--- src/sv/u2l9_pkg.sv ---
// Package for the UTF-8 to Latin-9 converter.
// Holds character constants and the three-byte special codepoint map.
// No dependencies.
package u2l9_pkg;

    localparam logic [7:0] QMARK = 8'h3F;

    localparam logic [15:0] CP_EURO      = 16'h20AC;
    localparam logic [15:0] CP_S_CARON   = 16'h0160;
    localparam logic [15:0] CP_S_CARON_L = 16'h0161;
    localparam logic [15:0] CP_Z_CARON   = 16'h017D;
    localparam logic [15:0] CP_Z_CARON_L = 16'h017E;
    localparam logic [15:0] CP_OE        = 16'h0152;
    localparam logic [15:0] CP_OE_L      = 16'h0153;
    localparam logic [15:0] CP_Y_DIAER   = 16'h0178;
    localparam logic [15:0] CP_CHECK     = 16'h2705;
    localparam logic [15:0] CP_WARNING   = 16'h26A0;
    localparam logic [15:0] CP_VARSEL    = 16'hFE0F;

    // Maps a decoded three-byte codepoint to its Latin-9 character.
    function automatic logic [7:0] map_three(input logic [15:0] cp);
        logic [7:0] ch;
        case (cp)
            CP_EURO:      ch = 8'hA4;
            CP_S_CARON:   ch = 8'hA6;
            CP_S_CARON_L: ch = 8'hA8;
            CP_Z_CARON:   ch = 8'hB4;
            CP_Z_CARON_L: ch = 8'hB8;
            CP_OE:        ch = 8'hBC;
            CP_OE_L:      ch = 8'hBD;
            CP_Y_DIAER:   ch = 8'hBE;
            CP_CHECK:     ch = 8'hBB;
            CP_WARNING:   ch = 8'hA4;
            CP_VARSEL:    ch = 8'h20;
            default:      ch = (cp[15:8] == 8'h00) ? cp[7:0] : QMARK;
        endcase
        return ch;
    endfunction

endpackage

--- src/sv/utf8_to_latin9_converter_core.sv ---
// Top level of the UTF-8 to Latin-9 converter.
// Uses u2l9_pkg for constants and the special codepoint map.
//
//   Channel  Handshake                   Beat payload
//   input    in_valid / in_stall         in_byte, end_of_text
//   output   out_valid / out_stall       out_char, run_last
//
// Each accepted byte is decoded in the cycle it is accepted; its zero to three
// characters go into a three-entry result register that drains one per cycle while
// out_stall is low. A byte is taken when none is pending or the last one leaves, so
// plain text runs at one byte per cycle without stalls; a byte with more than one
// result stalls the input until it drains. Reset empties the held sequence and results.
module utf8_to_latin9_converter_core (
    input  logic       clk,
    input  logic       rst_n,
    input  logic       in_valid,
    output logic       in_stall,
    input  logic [7:0] in_byte,
    input  logic       end_of_text,
    output logic       out_valid,
    input  logic       out_stall,
    output logic [7:0] out_char,
    output logic       run_last
);
    import u2l9_pkg::*;

    logic [1:0] held_cnt_reg;
    logic [1:0] held_cnt_next;
    logic [7:0] lead_byte_reg;
    logic [7:0] lead_byte_next;
    logic [7:0] first_cont_reg;
    logic [7:0] first_cont_next;

    logic [7:0] pend_char_reg [3];
    logic [1:0] pend_cnt_reg;

    logic [7:0] res_char [3];
    logic [1:0] res_cnt;
    logic       do_fresh;
    logic       is_cont;
    logic       is_lead;
    logic       accept;
    logic       take;

    assign is_cont = (in_byte[7:6] == 2'b10);
    assign is_lead = (in_byte[7:5] == 3'b110) || (in_byte[7:4] == 4'b1110);

    assign out_valid = (pend_cnt_reg != 2'd0);
    assign out_char  = pend_char_reg[0];
    assign run_last  = (pend_cnt_reg == 2'd1);
    assign in_stall  = !((pend_cnt_reg == 2'd0) || ((pend_cnt_reg == 2'd1) && !out_stall));
    assign accept    = in_valid && !in_stall;
    assign take      = out_valid && !out_stall;

    always_comb
    begin
        res_char[0]     = QMARK;
        res_char[1]     = QMARK;
        res_char[2]     = QMARK;
        res_cnt         = 2'd0;
        do_fresh        = 1'b0;
        held_cnt_next   = held_cnt_reg;
        lead_byte_next  = lead_byte_reg;
        first_cont_next = first_cont_reg;

        case (held_cnt_reg)
            2'd0:
            begin
                do_fresh = 1'b1;
            end
            2'd1:
            begin
                if (!is_cont)
                begin
                    res_cnt       = 2'd1;
                    held_cnt_next = 2'd0;
                    do_fresh      = 1'b1;
                end
                else if (lead_byte_reg[7:5] == 3'b110)
                begin
                    if (lead_byte_reg[4:2] == 3'b000)
                    begin
                        res_char[0] = {lead_byte_reg[1:0], in_byte[5:0]};
                    end
                    res_cnt       = 2'd1;
                    held_cnt_next = 2'd0;
                end
                else
                begin
                    first_cont_next = in_byte;
                    held_cnt_next   = 2'd2;
                end
            end
            default:
            begin
                if (is_cont)
                begin
                    res_char[0] = map_three({lead_byte_reg[3:0], first_cont_reg[5:0],
                                             in_byte[5:0]});
                    res_cnt       = 2'd1;
                    held_cnt_next = 2'd0;
                end
                else
                begin
                    res_cnt       = 2'd2;
                    held_cnt_next = 2'd0;
                    do_fresh      = 1'b1;
                end
            end
        endcase

        if (do_fresh)
        begin
            if (!in_byte[7])
            begin
                res_char[res_cnt] = in_byte;
                res_cnt           = res_cnt + 2'd1;
            end
            else if (is_lead)
            begin
                lead_byte_next = in_byte;
                held_cnt_next  = 2'd1;
            end
            else
            begin
                res_cnt = res_cnt + 2'd1;
            end
        end

        if (end_of_text)
        begin
            res_cnt       = res_cnt + held_cnt_next;
            held_cnt_next = 2'd0;
        end
    end

    always_ff @(posedge clk or negedge rst_n)
    begin
        if (!rst_n)
        begin
            held_cnt_reg   <= 2'd0;
            lead_byte_reg  <= 8'h00;
            first_cont_reg <= 8'h00;
            pend_cnt_reg   <= 2'd0;
        end
        else
        begin
            if (accept)
            begin
                held_cnt_reg   <= held_cnt_next;
                lead_byte_reg  <= lead_byte_next;
                first_cont_reg <= first_cont_next;
                pend_cnt_reg   <= res_cnt;
            end
            else if (take)
            begin
                pend_cnt_reg <= pend_cnt_reg - 2'd1;
            end
        end
    end

    always_ff @(posedge clk)
    begin
        if (accept)
        begin
            pend_char_reg[0] <= res_char[0];
            pend_char_reg[1] <= res_char[1];
            pend_char_reg[2] <= res_char[2];
        end
        else if (take)
        begin
            pend_char_reg[0] <= pend_char_reg[1];
            pend_char_reg[1] <= pend_char_reg[2];
        end
    end

`ifndef SYNTHESIS
    a_held_never_three: assert property (@(posedge clk) disable iff (!rst_n)
        held_cnt_reg != 2'd3)
        else $error("held byte count reached three");

    a_eot_flushes: assert property (@(posedge clk) disable iff (!rst_n)
        accept && end_of_text |=> held_cnt_reg == 2'd0)
        else $error("bytes still held after end of text");

    a_ascii_passes: assert property (@(posedge clk) disable iff (!rst_n)
        accept && (held_cnt_reg == 2'd0) && !in_byte[7]
        |=> out_valid && run_last && (out_char == $past(in_byte)))
        else $error("ASCII byte did not pass straight through");
`endif

endmodule
--- config.mk ---
export PLATFORM = sky130hd
export DESIGN_NAME = utf8_to_latin9_converter_core
export DESIGN_NICKNAME = d
export VERILOG_FILES = /design/src/sv/u2l9_pkg.sv /design/src/sv/utf8_to_latin9_converter_core.sv
export SDC_FILE = /design/constraint.sdc
export NUM_CORES = 1
export LEC_CHECK = 0
export BUFFER_PORTS_ARGS = -buffer_cell sky130_fd_sc_hd__buf_2
export CAP_MARGIN = 20
export CORE_ASPECT_RATIO = 1.75
export CORE_MARGIN = 2
export CORE_UTILIZATION = 58
export DETAILED_ROUTE_END_ITERATION = 8
export PLACE_DENSITY = 0.78
export SLEW_MARGIN = 15
export SYNTH_ARGS = -nofsm -noshare
export SYNTH_HDL_FRONTEND = slang
export SYNTH_SLANG_ARGS = --single-unit
--- constraint.sdc ---
create_clock -name clk -period 3.42 [get_ports clk]
set_input_delay 0.342 -clock clk [delete_from_list [all_inputs] [get_ports clk]]
set_output_delay 0.342 -clock clk [all_outputs]
set_load 0.01 [all_outputs]
==> reports/metrics.yaml <==
pwr:
  power_frac_clock_pct: 18.2
  p_leak_nw: 0.954
  internal_power_mw: 1.10
  pwr-share-comb_pct: 34.9
  peakVddDrop_mv: 0.596
  seqPwrFrac_pct: 46.9
  switching_power_uw: 621
  power.density_nw_per_um2: 650
  swShare_pct: 36.1
cts:
  tritoncts: "built"
  clk_pin_slew_worst_paths_ns: 0.08
  clk_latency_ns: 0.30
  clock_tree.buffer_depth: 2
  cts_setup_buffers: 0
  root_buffer: "clkbuf_8"
  numCtsBuffers: 5
  cts_sinks: 42
  ctsHoldBuffers: 1
  htree_num_levels: 2
  cts_resized: 0
global_route:
  grt_overflow: 0
  grt_pass1_wl_mm: 8.80
  grt_max_degree: 22
  grt_pass1_vias: 1854
  antenna_found_initial: 0
  grt_usage_pct: 25.3
sta:
  tightest_slew_ns: 0.760
  setup_viol: 0
  finalMaxSlewViolations: 0
  skew_ns: 0.0116
  period_needed_ns: 2.12
  hold_violations: 0
  setup-tns-final_ns: 0
  timing.final.crit_share_pct: 62.0
  max_freq_mhz: 472
  maxSlewHeadroom_pct: 49.2
  rsz0062_at_grt: "false"
synthesis:
  synth_nets: 253
  ys_ff_latch: 42
  yosysUniqueCellTypes: 64
  syn_avg_cell_area_um2: 10.6
  synth_area_um2: 2510
  synth_edf_count: 24
  synth_common_cells: "edfxtp_1 (24), nand2_1 (21), dfrtp_1 (18)"
  post-synth-top-count-cell: "edfxtp_1"
  async_flop_share_pct: 42.9
  synth_top_area_share_pct: 28.7
  ys.flop_type: "edfxtp_1"
  ys_warn_count: 0
  syn_inst: 237
  seq_area_frac_synth_pct: 46.7
  synth_top_cell_by_area: "edfxtp_1"
  synth_area_leaders: "edfxtp_1 (29%), dfrtp_1 (18%), mux2_2 (5.4%)"
floorplanning:
  die_x_um: 53.7
  fp.dieH_um: 91.0
  core_area_um2: 4150
  ios: 24
  rows: 31
  dieArea_um2: 4890
  start_util_pct: 60.5
cells_and_area:
  fillers: 346
  final_area_um2: 2650
  area_growth_pct: 5.48
  final_core_util_pct: 63.8
  largest_reg_flops: 24
  nets: 265
  drive_gt1_share_pct: 22.8
  antenna_cells: 0
worst_setup_path:
  start_kind: "flop"
  worst_ep_arrival_time_ns: 2.30
  crit_required_ns: 3.60
  rrSetupSlack_ns: 1.30
  path_max_fanout: 12
  end_kind: "flop"
  r2r_cells: 7
  crit_type: "reg2reg"
placed_design:
  place_area_um2: 2550
  portBuffers: 23
  hpwl_mm: 3.86
  place_congestion: 0.864
detailed_routing:
  first_pass_iters: 4
  drt_iter0_markers: 48
  dr_total_vias: 1899
  antenna_left: 0
  wirelength_mm: 5.31
  drc: 0
  wire_per_inst_um: 17.8
  avgViaCountPerCell: 6.35
min_path:
  hold_path.class: "in2reg"
  hold_depth: 2
flow_run:
  maxCapViolCount: 0
outcome:
  status: "completed"
==> power by group through the flow <==
stage / sequential [mW] / clock (mW) / combinational, mW
6_report: 0.806 / 0.313 / 0.601
3_3_place_gp: 0.809 / 0 / 0.588
3_5_place_dp: 0.817 / 0 / 0.600
2_1_floorplan: 0.783 / 0 / 0.494
4_1_cts: 0.807 / 0.318 / 0.604
5_1_grt: 0.826 / 0.335 / 0.669
==> cells in the final DEF (no fill, tap or decap), types with 2 or more instances in the layout <==
| cell type | synthesis | routed |
|---|---|---|
| ha_1 | 3 | 3 |
| xnor2_1 | 3 | 3 |
| clkbuf_8 | 1 | 5 |
| buf_2 | 1 | 23 |
| and2_4 | 2 | 2 |
| o221ai_1 | 4 | 4 |
| nor2_1 | 5 | 5 |
| o22ai_1 | 4 | 4 |
| nor2b_1 | 3 | 3 |
| or3_1 | 8 | 8 |
| mux2_2 | 12 | 12 |
| o22a_1 | 8 | 8 |
| and3_2 | 2 | 2 |
| nand4_1 | 3 | 3 |
| nand2b_1 | 5 | 5 |
| nor4_1 | 2 | 2 |
| nor4_2 | 2 | 2 |
| inv_1 | 8 | 8 |
| a32oi_1 | 2 | 2 |
| nand3_1 | 7 | 7 |
| nand3b_1 | 2 | 2 |
| nor3b_1 | 4 | 4 |
| nor3_1 | 7 | 7 |
| a211oi_1 | 3 | 3 |
| edfxtp_1 | 24 | 24 |
| a21o_1 | 2 | 2 |
| a31oi_1 | 4 | 4 |
| and3b_1 | 2 | 2 |
| and2_1 | 2 | 2 |
| nand2_1 | 21 | 21 |
| a21oi_1 | 10 | 10 |
| o21ai_0 | 5 | 4 |
| o21ai_1 | 4 | 5 |
| dfrtp_1 | 18 | 18 |
==> per-layer routing <==
layer	GRT usage [%]	vias up	routed length (um)
met5	0	-	0
met1	29.9	920	2080
li1	-	914	-
met2	41.5	49	2880
met4	13.9	0	190
met3	4.28	16	168
==> worst max-delay path, cell delays in order (launching register included) <==
cell and delay (ns):
dfrtp_1 0.40, inv_1 0.08, ha_1 0.20, a21oi_1 0.08
nand2b_1 0.21, inv_1 0.36, nand2_1 0.31, mux2_2 0.35
==> through the flow <==
stage	instances	total power [mW]	hold slack (ns)	setup slack (ns)
after floorplan	237	1.28	0.0464	0.925
after global placement	290	1.40	0.291	1.29
after detailed placement	290	1.42	0.297	1.20
after CTS	299	1.73	0.277	1.30
after global routing	299	1.83	0.310	1.11
final	299	1.72	0.288	1.30
==> cell type report <==
type | instances | area (um2) | share of cell area [%]
Clock inverter | 2 | 13.8 | 0.520
Timing Repair Buffer | 25 | 133 | 5.01
Clock buffer | 6 | 72.6 | 2.74
Multi-Input combinational cell | 166 | 1160 | 43.9
Inverter | 9 | 33.8 | 1.28
Tap cell | 49 | 61.3 | 2.32
Sequential cell | 42 | 1170 | 44.2
==> cell families (layout without fill, tap and decap cells) <==
group	Yosys count	count (layout)	share of synthesized area (%)
AO/OA/AOI/OAI	54	54	14.9
XOR/XNOR	4	4	1.40
adder cells (fa/ha/maj)	3	3	1.50
buffers and inverters	29	42	7.03
flip-flops	42	42	46.7
multiplexers	12	12	5.38
other	1	1	0.149
AND/OR/NAND/NOR	92	92	23.0
==> final timing paths <==
path	start	end
max	pend_cnt_reg[1]	first_cont_reg[0]
min	end_of_text	held_cnt_reg[1]
max in group asynchronous	rst_n	held_cnt_reg[0]
max reg2reg	pend_cnt_reg[1]	first_cont_reg[0]
min reg2reg	lead_byte_reg[6]	lead_byte_reg[6]
min in group asynchronous	rst_n	first_cont_reg[5]
No activity file was read; power rests on OpenSTA's default activity.
